===== src/design/gta_mem.sv =====
`timescale 1ns / 1ps
// gta_mem: single write port, single read port synchronous ram
// read data registered, read-first; no dependencies

module gta_mem #(
   parameter int DEPTH = 256,
   parameter int AW    = 8,
   parameter int DW    = 16
) (
   input  logic          clock,
   input  logic          wr_en,
   input  logic [AW-1:0] wr_addr,
   input  logic [DW-1:0] wr_data,
   input  logic [AW-1:0] rd_addr,
   output logic [DW-1:0] rd_data
);

   logic [DW-1:0] mem_ff [DEPTH];
   logic [DW-1:0] rd_data_ff;

   always_ff @(posedge clock) begin
      if (wr_en) begin
         mem_ff[wr_addr] <= wr_data;
      end
   end

   always_ff @(posedge clock) begin
      rd_data_ff <= mem_ff[rd_addr];
   end

   assign rd_data = rd_data_ff;

endmodule


===== config.mk =====
export PLATFORM = sky130hd
export DESIGN_NAME = gta_mem
export DESIGN_NICKNAME = d
export VERILOG_FILES = /design/src/design/gta_mem.sv
export SDC_FILE = /design/constraint.sdc
export NUM_CORES = 2
export LEC_CHECK = 0
export BUFFER_PORTS_ARGS = -buffer_cell sky130_fd_sc_hd__buf_2
export CORE_UTILIZATION = 50
export CTS_CLUSTER_SIZE = 16
export DETAILED_ROUTE_END_ITERATION = 8
export PLACE_DENSITY_LB_ADDON = 0.1
export SLEW_MARGIN = 10
export SYNTH_ARGS = -nofsm -noshare
export SYNTH_HDL_FRONTEND = slang
export SYNTH_SLANG_ARGS = --single-unit

===== constraint.sdc =====
create_clock -name clock -period 4.4 [get_ports clock]
set_input_delay 0.22 -clock clock [delete_from_list [all_inputs] [get_ports clock]]
set_output_delay 0.22 -clock clock [all_outputs]
set_load 0.01 [all_outputs]

==> results_dict.tcl <==
set metrics [dict create \
    hold_path_depth 3 \
    synth_top_family_by_area "multiplexers" \
    reg2reg_from "mem_ff[2][0]" \
    io_pins 50 \
    grt_antenna_before_repair 26 \
    setup.worst_path.start_class "flip-flop" \
    hold_end "mem_ff[174][15]" \
    ys_seq_area_share_pct 77.7 \
    fmax_mhz 302 \
    wirelength_um 432000 \
    ys_warn_count 0 \
    overflow 0 \
    status "finished clean" \
    drt_iter0_drc 10400 \
    clk_path_buf_depth 4 \
    fillers 23000 \
    detail_route.first_pass.iterations 5 \
    power.density_nw_per_um2 455 \
    syn_inst 7360 \
    r2r_end "rd_data[0]" \
    cp_max_fo 1 \
    synth_xor_area_share_pct 0 \
    grt_pass1_wl_um 605000 \
    cp-end-kind "flip-flop" \
    drive_above_1_share_pct 26.3 \
    cts.sinks 4112 \
    min_path_type "input port to flip-flop" \
    setup_tns_ns 0 \
    die_h_um 565 \
    setup_slack_ns 1.09 \
    rr_worst_depth 7 \
    swShare_pct 21.5 \
    fin_skew_ns 0.0523 \
    r2r_slack_ns 1.09 \
    io_buffer_count 49 \
    arrival_ns 4.16 \
    tightest_slew_ns 1.28 \
    p_seq_share_pct 52.6 \
    rsz0062_at_grt "no" \
    mostFrequentLayoutCell "edfxtp_1" \
    max_cap_violations 0 \
    slew_violations 0 \
    setup_viol 0 \
    nets 7967 \
    vias 79600 \
    place_inst 11700 \
    clkPwrFrac_pct 42.3 \
    syn_avg_cell_area_um2 21.6 \
    cts_root_buf "clkbuf_16" \
    area_growth_syn_to_layout_pct 13.7 \
    final_cell_mix "4096 x edfxtp_1, 797 x mux4_2, 565 x mux2i_1, 474 x buf_4, 431 x clkbuf_16" \
    cts_tree "done" \
    dieArea_um2 320000 \
    synth_cell_types 52 \
    post-place-ws_ns 0.330 \
    htree_levels 5 \
    fp-row-count 206 \
    placeableCoreArea_um2 315000 \
    worstHoldStart "wr_addr[3]" \
    clk_pin_slew_ns 0.06 \
    required_ns 5.26 \
    post_cts_resize_count 0 \
    ir_drop_uv 356 \
    synth-simple-area-share_pct 1.57 \
    fin_crit_ns 3.31 \
    syn-cell-area_um2 159000 \
    ff_latch_area_um2 123000 \
    fin_cells 12500 \
    synth-compound-area-share_pct 3.54 \
    muxShareOfSynthArea_pct 15.5 \
    ys_ff_latch 4112 \
    clk_latency_ns 0.96 \
    path_class "flip-flop to flip-flop" \
    syn-num-nets 7394 \
    drtAntennaViolNets 0 \
    track_usage_pct 27.1 \
    p_leak_nw 57.5 \
    combPwrFrac_pct 5.0 \
    maxSlewHeadroom_pct 13.7 \
    p_switching_mw 17.7 \
    dp_hpwl_um 257000 \
    wl_per_cell_um 34.7 \
    final_core_util_pct 57.2 \
    drc_errors 0 \
    finalCritPeriodShare_pct 75.2 \
    numCtsBuffers 422 \
    intPower_mw 64.5 \
    viasPerCell 6.39 \
    synthAdderAreaFrac_pct 0 \
    place.gp.congestion 0.893 \
    grt_start_max_net_pins 131 \
    power.total_mw 82.2 \
    finalHoldViolations 0 \
    grt_pass1_vias 77800 \
    initial_core_util_pct 50.3 \
    die_w_um 565 \
    multiInputGateArea_um2 33100 \
]
==> worst max path at each step <==
stage,end,depth (start not counted),start
floorplan,mem_ff[235][0],6,wr_addr[3]
global placement,rd_data[0],9,rd_addr[1]
detailed placement,rd_data[0],9,rd_addr[1]
CTS,rd_data[0],7,mem_ff[2][0]
global route,rd_data[0],7,mem_ff[2][0]
finish,rd_data[0],7,mem_ff[2][0]
==> per-stage QoR <==
stage          cell area [um^2]  hold slack [ns]
4_1_cts                  180000          0.00931
6_report                 180000           0.0768
5_1_grt                  180000           0.0735
3_3_place_gp             167000            0.613
2_1_floorplan            159000            0.319
3_5_place_dp             167000            0.622
==> cell families after synthesis <==
family | count (synthesis)
AO/OA/AOI/OAI | 786
buffers and inverters | 456
flip-flops | 4112
multiplexers | 1450
AND/OR/NAND/NOR | 556
==> power groups by stage <==
stage	combinational (mW)	clock, mW	sequential, mW
2_1_floorplan	2.13	0	44.1
3_3_place_gp	4.09	0	44.1
3_5_place_dp	4.15	0	44.1
4_1_cts	4.17	35.2	43.3
5_1_grt	4.34	36.7	43.2
6_report	4.14	34.8	43.3
==> routing by layer <==
metal | wire length (um) | part of all wire (%) | global-route usage (%) | up-vias
li1 | - | - | - | 32500
met1 | 181000 | 42 | 40.2 | 42900
met2 | 199000 | 46 | 41.2 | 3520
met3 | 38200 | 8.8 | 5.40 | 613
met4 | 13500 | 3.1 | 7.93 | 10
met5 | 60 | 0.014 | 0 | -
==> critical path, cell delays in order, from the launching register on <==
cell,delay [ns]
edfxtp_1,0.37
mux4_2,0.47
mux2_2,0.31
a22oi_1,0.49
nand2_1,0.28
o32ai_1,0.96
buf_4,0.29
nor4_1,0.06
==> synthesized netlist by cell type, drive strengths merged <==
library cell | n | share of area [%]
nor4bb | 2 | 0.013
mux4 | 797 | 11
buf | 222 | 1.1
inv | 4 | 0.0095
nor3 | 92 | 0.29
a21oi | 175 | 0.55
mux2 | 88 | 0.62
or3b | 1 | 0.0055
and2 | 2 | 0.0079
nand3b | 1 | 0.0047
and4 | 2 | 0.011
nand4b | 3 | 0.017
nand3 | 35 | 0.11
clkbuf | 230 | 0.54
a21o | 2 | 0.0095
a22o | 32 | 0.18
nor2b | 9 | 0.035
or2 | 5 | 0.020
nor3b | 1 | 0.0047
o22ai | 148 | 0.58
o221ai | 253 | 1.4
nand4 | 26 | 0.10
or3 | 2 | 0.0079
o31ai | 16 | 0.076
nor2 | 304 | 0.72
nor4 | 18 | 0.075
and3 | 11 | 0.043
mux2i | 565 | 3.6
a221oi | 28 | 0.15
a22oi | 43 | 0.20
dfxtp | 16 | 0.20
nand2b | 3 | 0.012
a211oi | 18 | 0.085
edfxtp | 4096 | 77
a2111oi | 6 | 0.033
a31oi | 6 | 0.024
o21ai | 38 | 0.12
nand2 | 38 | 0.090
or4b | 1 | 0.0063
o32ai | 21 | 0.12
==> registers in the layout, indices dropped and copies added, names as in the netlist <==
register	count
mem_ff	4096
rd_data	16
==> cell type report <==
type	count	share of cell area, %
clock buffers	528	6.20
inverters	4	0.0153
clock inverters	248	1.22
diodes	13	0.0180
flip-flops and latches	4112	68.3
well taps	4160	2.88
repair buffers	601	3.00
multi-input cells	2792	18.3
==> timing repair <==
item | 4_1_cts | 5_1_grt
setup endpoints to repair | 0 | 0
hold buffers | 17 | 0
endpoints found under the hold margin | 1465 | 0
setup buffers | 0 | 0
Note: power is estimated with default switching activity, not from simulation.
