File: config.mk
export PLATFORM = sky130hd
export DESIGN_NAME = gta_mac
export DESIGN_NICKNAME = d
export VERILOG_FILES = /design/src/design/gta_pkg.sv /design/src/design/gta_mac.sv
export SDC_FILE = /design/constraint.sdc
export NUM_CORES = 2
export LEC_CHECK = 0
export BUFFER_PORTS_ARGS = -buffer_cell sky130_fd_sc_hd__buf_2
export CAP_MARGIN = 20
export CORE_MARGIN = 3
export CORE_UTILIZATION = 50
export DETAILED_ROUTE_END_ITERATION = 7
export MAX_ROUTING_LAYER = met4
export PLACE_DENSITY = 0.77
export SLEW_MARGIN = 20
export SYNTH_ARGS = -nofsm -noshare
export SYNTH_HDL_FRONTEND = slang
export SYNTH_SLANG_ARGS = --single-unit
export TNS_END_PERCENT = 10
File: constraint.sdc
create_clock -name clock -period 8.02 [get_ports clock]
set_input_delay 0 -clock clock [delete_from_list [all_inputs] [get_ports clock]]
set_output_delay 0 -clock clock [all_outputs]
set_load 0.02 [all_outputs]
File: src/design/gta_pkg.sv
`timescale 1ns / 1ps
// gta_pkg: shared types and constants for the fixed-point matrix multiply block
// no dependencies; imported by gta_mac and the top level

package gta_pkg;

   // request commands
   typedef enum logic [2:0] {
      CMD_WRITE_A = 3'd0,
      CMD_WRITE_B = 3'd1,
      CMD_WRITE_C = 3'd2,
      CMD_COMPUTE = 3'd3,
      CMD_READ_C  = 3'd4
   } cmd_type;

   // register indexes of the csr port
   localparam logic [2:0] CSR_TRANS_A = 3'd0;
   localparam logic [2:0] CSR_TRANS_B = 3'd1;
   localparam logic [2:0] CSR_ROWS_M  = 3'd2;
   localparam logic [2:0] CSR_COLS_N  = 3'd3;
   localparam logic [2:0] CSR_DEPTH_K = 3'd4;
   localparam logic [2:0] CSR_ALPHA   = 3'd5;
   localparam logic [2:0] CSR_BETA    = 3'd6;

   // result kinds
   localparam logic KIND_READ = 1'b0;
   localparam logic KIND_DONE = 1'b1;

   // element format and scaling
   localparam int ELEM_W     = 16;
   localparam int PROD_W     = 32;
   localparam int FRAC_SHIFT = 20;
   localparam int ROUND_BIT  = 19;
   localparam int BETA_ALIGN = 8;
   localparam int SAT_MAX    = 32767;
   localparam int SAT_MIN    = -32768;
   localparam logic [ELEM_W-1:0] ELEM_MAX = 16'h7fff;
   localparam logic [ELEM_W-1:0] ELEM_MIN = 16'h8000;

   // sequencer states
   typedef enum logic [1:0] {
      ST_IDLE,
      ST_RUN,
      ST_DRAIN
   } state_type;

   // tag that follows one multiply-accumulate step down the pipeline
   typedef struct packed {
      logic valid;
      logic first_k;
      logic last_k;
      logic zero_k;
      logic last_elem;
   } issue_type;

   // end of a compute
   typedef struct packed {
      logic valid;
      logic overflow;
   } done_type;

endpackage

File: src/design/gta_mac.sv
`timescale 1ns / 1ps
// gta_mac: multiply-accumulate, alpha/beta scaling, rounding and saturation
// depends on gta_pkg; fed by the a, b and c ram read ports

module gta_mac
   import gta_pkg::*;
#(
   parameter int ACC_W = 36,
   parameter int AW    = 8
) (
   input  logic                     clock,
   input  logic                     reset,
   input  issue_type                issue,
   input  logic [AW-1:0]            issue_addr,
   input  logic [ELEM_W-1:0]        a_data,
   input  logic [ELEM_W-1:0]        b_data,
   input  logic [ELEM_W-1:0]        c_data,
   input  logic signed [ELEM_W-1:0] alpha,
   input  logic signed [ELEM_W-1:0] beta,
   output logic                     wr_en,
   output logic [AW-1:0]            wr_addr,
   output logic [ELEM_W-1:0]        wr_data,
   output done_type                 done
);

   localparam int SA_W  = ACC_W + ELEM_W;
   localparam int TOT_W = SA_W + 1;
   localparam int Q_W   = TOT_W - FRAC_SHIFT;
   localparam logic signed [Q_W-1:0]   Q_MAX = Q_W'(SAT_MAX);
   localparam logic signed [Q_W-1:0]   Q_MIN = Q_W'(SAT_MIN);
   localparam logic signed [TOT_W-1:0] ROUND = TOT_W'(1) <<< ROUND_BIT;

   issue_type tag1_ff, tag2_ff, tag3_ff, tag4_ff, tag4_in;
   logic [AW-1:0] addr1_ff, addr2_ff, addr3_ff, addr4_ff;

   logic signed [PROD_W-1:0] mult;
   logic signed [PROD_W-1:0] prod_ff, prod_in;
   logic [ELEM_W-1:0]        c1_ff, c2_ff;
   logic signed [ACC_W-1:0]  acc_ff, acc_in;
   logic signed [SA_W-1:0]   sa_ff, sa_in;
   logic signed [PROD_W-1:0] sb_ff, sb_in;
   logic                     flag_ff;

   logic signed [TOT_W-1:0] sa_ext, sb_ext, total;
   logic signed [Q_W-1:0]   q;
   logic                    sat_hi, sat_lo;

   // signed 16x16 product
   assign mult = $signed(a_data) * $signed(b_data);

   // products masked when the inner dimension is empty
   assign prod_in = tag1_ff.zero_k ? '0 : mult;
   assign acc_in  = (tag2_ff.first_k ? '0 : acc_ff) + ACC_W'(prod_ff);
   assign sa_in   = alpha * acc_ff;
   assign sb_in   = beta * $signed(c2_ff);

   always_comb begin
      tag4_in       = tag3_ff;
      tag4_in.valid = tag3_ff.valid & tag3_ff.last_k;
   end

   always_ff @(posedge clock) begin
      if (reset) begin
         tag1_ff <= '0;
         tag2_ff <= '0;
         tag3_ff <= '0;
         tag4_ff <= '0;
         flag_ff <= 1'b0;
      end else begin
         tag1_ff <= issue;
         tag2_ff <= tag1_ff;
         tag3_ff <= tag2_ff;
         tag4_ff <= tag4_in;
         if (done.valid) begin
            flag_ff <= 1'b0;
         end else if (tag4_ff.valid && (sat_hi || sat_lo)) begin
            flag_ff <= 1'b1;
         end
      end
   end

   always_ff @(posedge clock) begin
      addr1_ff <= issue_addr;
      addr2_ff <= addr1_ff;
      addr3_ff <= addr2_ff;
      prod_ff  <= prod_in;
      // old c only matters with nonzero beta
      if (tag1_ff.valid && tag1_ff.last_k) begin
         c1_ff <= (beta == '0) ? '0 : c_data;
      end
      if (tag2_ff.valid) begin
         acc_ff <= acc_in;
      end
      if (tag2_ff.valid && tag2_ff.last_k) begin
         c2_ff <= c1_ff;
      end
      if (tag4_in.valid) begin
         sa_ff    <= sa_in;
         sb_ff    <= sb_in;
         addr4_ff <= addr3_ff;
      end
   end

   // round to nearest, ties up, then saturate
   assign sa_ext = TOT_W'(sa_ff);
   assign sb_ext = TOT_W'(sb_ff);
   assign total  = sa_ext + (sb_ext <<< BETA_ALIGN) + ROUND;
   assign q      = total[TOT_W-1:FRAC_SHIFT];
   assign sat_hi = q > Q_MAX;
   assign sat_lo = q < Q_MIN;

   assign wr_en   = tag4_ff.valid;
   assign wr_addr = addr4_ff;
   assign wr_data = sat_hi ? ELEM_MAX : (sat_lo ? ELEM_MIN : q[ELEM_W-1:0]);

   assign done.valid    = tag4_ff.valid & tag4_ff.last_elem;
   assign done.overflow = flag_ff | sat_hi | sat_lo;

endmodule

==> results list <==
- In the final routed layout, each cell accounts on average for 18.3 µm.
- Depth of the worst register-to-register path: 24
- From synthesis to final layout, the design area changed by 6.42%.
* Crit share post-route: 0.933
- Post-synthesis cell area: 0.0500 mm²
- Number of buffers added by the clock tree synthesis step: 30
- Fill cell total of the finished layout: 8693
* CTS tree: done
* Master cell of the clock root buffer: sky130_fd_sc_hd__clkbuf_16
- Across the run, the number of max-cap violations was 0.
- Between clock sinks in the finished design, the worst skew comes to 0.0432 ns.
- In the post-route analysis, the smallest setup slack over all paths is 0.538 ns.
- Htree depth: 1
- The initial antenna violation count is 0.
- Outcome: finished clean
- The number of gates resized after CTS was 0.
* Average footprint of a synthesized cell: 9.42 µm²
- Clk_lat worst skew: 0.62 ns
- The worst setup path is launched from a flop.
* Die Y: 322 µm
- Worst Hold Path Cells: 2
- Arrival time at the worst endpoint: 7.81 ns
- The floorplan step defined a core boundary enclosing 0.0987 mm².
- Top area cells in the synthesized netlist: sky130_fd_sc_hd__fa_1 (43%), sky130_fd_sc_hd__ha_1 (10%), sky130_fd_sc_hd__inv_1 (9.4%), sky130_fd_sc_hd__edfxtp_1 (9.1%), sky130_fd_sc_hd__and2_1 (5.7%)
- Register area: 0.00599 mm²
* Final max-slew violation count: 0
* Top_reg_cell synth: sky130_fd_sc_hd__edfxtp_1
- Total of flip-flops plus latches after synthesis: 223
- TritonCTS Sinks: 223
- Post-DP HPWL: 98.8 mm
- Dividing the detail-routed via count by the number of cells gives 5.39.
- Largest net degree at the start of global routing: 84
- 0 antenna diodes ended up in the layout.
* Number of setup buffers added after CTS: 0
- Fin nets: 6914
* Most frequently used cell type in the post-synthesis netlist: sky130_fd_sc_hd__inv_1
- The count of endpoints failing hold in the final timing report was 0.
- For the pin with the worst max-slew slack, the measured transition is 0.921 ns.
* Die ar.: 0.104 mm²
- For the finished layout, the period the worst path requires is 7.48 ns.
- The critical path is of the reg2reg type.
* Initial standard-cell utilization of the core: 0.506
- Slew Limit Headroom: 0.386
* Count of warnings emitted by yosys: 0
- For this block, the initial DRC count from the detailed router was 2262.
- Clock transition at the registers of the reported paths: 0.06 ns
- Post-DRT Antenna Nets: 0
- For this block, the routed nets add up to 122 mm of wire.
- Number of distinct library cell variants in the gate-level netlist after synthesis: 90
- The congestion estimate from routability-driven global placement came to 0.953.
* Placement Setup Slack: 0.589 ns
* Worst hold path class: in2reg
* Count of TritonRoute iterations in the first routing pass: 6
* GR Overflow Total: 0
- Leaving out filler cells and counting taps, the final layout contains 6661.
- In the global route stage, overall resource usage came out at 0.251.
- Count of input and output buffers: 121
* Setup TNS after final layout: 0 ns
* Max Root-Sink Buffers: 3
* Share of final-layout standard cells stronger than drive strength 1: 0.0482
* Final setup fails: 0
- Fraction of the yosys area taken by sequential cells: 0.120
* Crit. End Element: flop
* DR vias: 35928
- Cell row count: 115
- Combined area of the multi-input logic cells: 0.0386 mm²
- After detailed routing, the number of remaining DRC violations is 0.
* Top-Level Pins: 122
- Syn Inst Count: 5308
- Cell Count Post-Placement: 6566
- Of all cell types, the one taking the most synthesized area is sky130_fd_sc_hd__fa_1.
- In the synthesized netlist, the cells that appear most often are sky130_fd_sc_hd__inv_1 (1249), sky130_fd_sc_hd__fa_1 (1066), sky130_fd_sc_hd__nand2_1 (659).
* Async S/R FF share, synth: 0
* Via count of the first global-routing pass: 38863
* Wire length of the first global-routing pass: 201 mm
- Counting every net in the synthesized netlist gives 6872.
- Yosys mapped a number of flops with a built-in enable equal to 152.
* Width of the die: 322 µm
* Required arrival time at the worst endpoint: 8.35 ns
* Critical path peak fanout: 17
- The share of synthesized area in the top cell type comes to 0.427.
- Setup repair after global routing left no endpoint under its margin.
- Max Clock Freq: 134 MHz
==> cell families (layout without fill, tap and decap cells) <==
family                   after synthesis  count (layout)  synth area share
XOR/XNOR                             168             168            0.0296
AND/OR/NAND/NOR                     1568            1568             0.155
adder cells (fa/ha/maj)             1469            1469             0.528
AO/OA/AOI/OAI                        446             446            0.0594
flip-flops                           223             223             0.120
multiplexers                           2               2          0.000500
buffers and inverters               1432            1498             0.108
==> worst paths after layout <==
kind / startpoint / end / slack (ns)
max: acc_ff[11] / sa_ff[40] / 0.54
min: issue_addr[7] / addr1_ff[7] / 0.03
max reg2reg: acc_ff[11] / sa_ff[40] / 0.54
min reg2reg: addr2_ff[6] / addr3_ff[6] / 0.32
==> critical path: stages, from the launching register on <==
cell	delay [ns]
sky130_fd_sc_hd__edfxtp_1	0.76
sky130_fd_sc_hd__nand2_1	0.19
sky130_fd_sc_hd__fa_1	0.59
sky130_fd_sc_hd__fa_1	0.53
sky130_fd_sc_hd__fa_1	0.52
sky130_fd_sc_hd__inv_1	0.06
sky130_fd_sc_hd__fa_1	0.49
sky130_fd_sc_hd__fa_1	0.50
sky130_fd_sc_hd__inv_1	0.05
sky130_fd_sc_hd__fa_1	0.47
sky130_fd_sc_hd__inv_1	0.05
sky130_fd_sc_hd__ha_1	0.35
sky130_fd_sc_hd__a21oi_1	0.09
sky130_fd_sc_hd__o21ai_0	0.25
sky130_fd_sc_hd__a211oi_1	0.08
sky130_fd_sc_hd__a21oi_1	0.46
sky130_fd_sc_hd__a21oi_1	0.21
sky130_fd_sc_hd__nor4b_1	0.46
sky130_fd_sc_hd__buf_4	0.21
sky130_fd_sc_hd__o21a_1	0.15
sky130_fd_sc_hd__o21a_1	0.15
sky130_fd_sc_hd__o21a_1	0.17
sky130_fd_sc_hd__a21oi_1	0.11
sky130_fd_sc_hd__o21ba_2	0.22
sky130_fd_sc_hd__xnor2_1	0.12
==> repair_timing <==
action / in CTS / in global routing
endpoints found under the setup margin: 0 / 0
hold endpoints to repair: 41 / 0
hold buffers: 39 / 0
==> metrics by stage <==
stage	hold WS (ns)	util	instance area [µm²]
2_1_floorplan	0.0277	-	50000
3_3_place_gp	0.104	0.524	51700
3_5_place_dp	0.104	0.524	51700
4_1_cts	0.000915	0.539	53200
5_1_grt	0.0231	0.539	53200
6_report	0.0306	0.539	53200
==> placed cells by master (no fill, tap or decap), types with 12 or more instances in the layout <==
master,count
sky130_fd_sc_hd__inv_1,1249
sky130_fd_sc_hd__fa_1,1066
sky130_fd_sc_hd__nand2_1,659
sky130_fd_sc_hd__and2_1,453
sky130_fd_sc_hd__ha_1,403
sky130_fd_sc_hd__nor2_1,173
sky130_fd_sc_hd__edfxtp_1,152
sky130_fd_sc_hd__a21oi_1,141
sky130_fd_sc_hd__xnor2_1,124
sky130_fd_sc_hd__buf_2,121
sky130_fd_sc_hd__a21o_1,77
sky130_fd_sc_hd__nor2b_1,76
sky130_fd_sc_hd__dfxtp_1,69
sky130_fd_sc_hd__o21ai_0,55
sky130_fd_sc_hd__nand3_1,44
sky130_fd_sc_hd__xor2_1,43
sky130_fd_sc_hd__dlygate4sd3_1,39
sky130_fd_sc_hd__nor3_1,37
sky130_fd_sc_hd__clkbuf_16,35
sky130_fd_sc_hd__nand2b_1,33
sky130_fd_sc_hd__buf_4,30
sky130_fd_sc_hd__nand4_1,27
sky130_fd_sc_hd__o21bai_1,24
sky130_fd_sc_hd__o21a_1,21
sky130_fd_sc_hd__and3_1,14
sky130_fd_sc_hd__o21ai_1,13
sky130_fd_sc_hd__o21ai_2,13
sky130_fd_sc_hd__a211oi_1,12
==> flip-flops by register name, indices dropped and copies added, names as in the netlist, 8 cells and up <==
register / flops
acc_ff: 36
addr1_ff: 8
addr2_ff: 8
addr3_ff: 8
c1_ff: 16
c2_ff: 16
prod_ff: 32
sa_ff: 44
sb_ff: 32
wr_addr: 8
==> area by class of cell <==
class	count	share of cell area
multi-input combinational	3653	0.726
sequential	223	0.113
inverter	1251	0.0883
tap	1287	0.0303
timing repair buffer	191	0.0232
clock buffer	38	0.0172
clock inverter	18	0.00292
==> metal layers <==
| layer | up-vias | track usage | wire length, µm |
|---|---|---|---|
| met5 | - | - | 0 |
| met4 | 0 | 0.0984 | 5510 |
| met3 | 320 | 0.0343 | 8630 |
| met2 | 1333 | 0.411 | 59200 |
| met1 | 18237 | 0.319 | 48400 |
| li1 | 16038 | - | - |
Power is left out: the tool's default activity adds up to more than one toggle a clock period on the data nets, which glitch-free logic cannot reach.
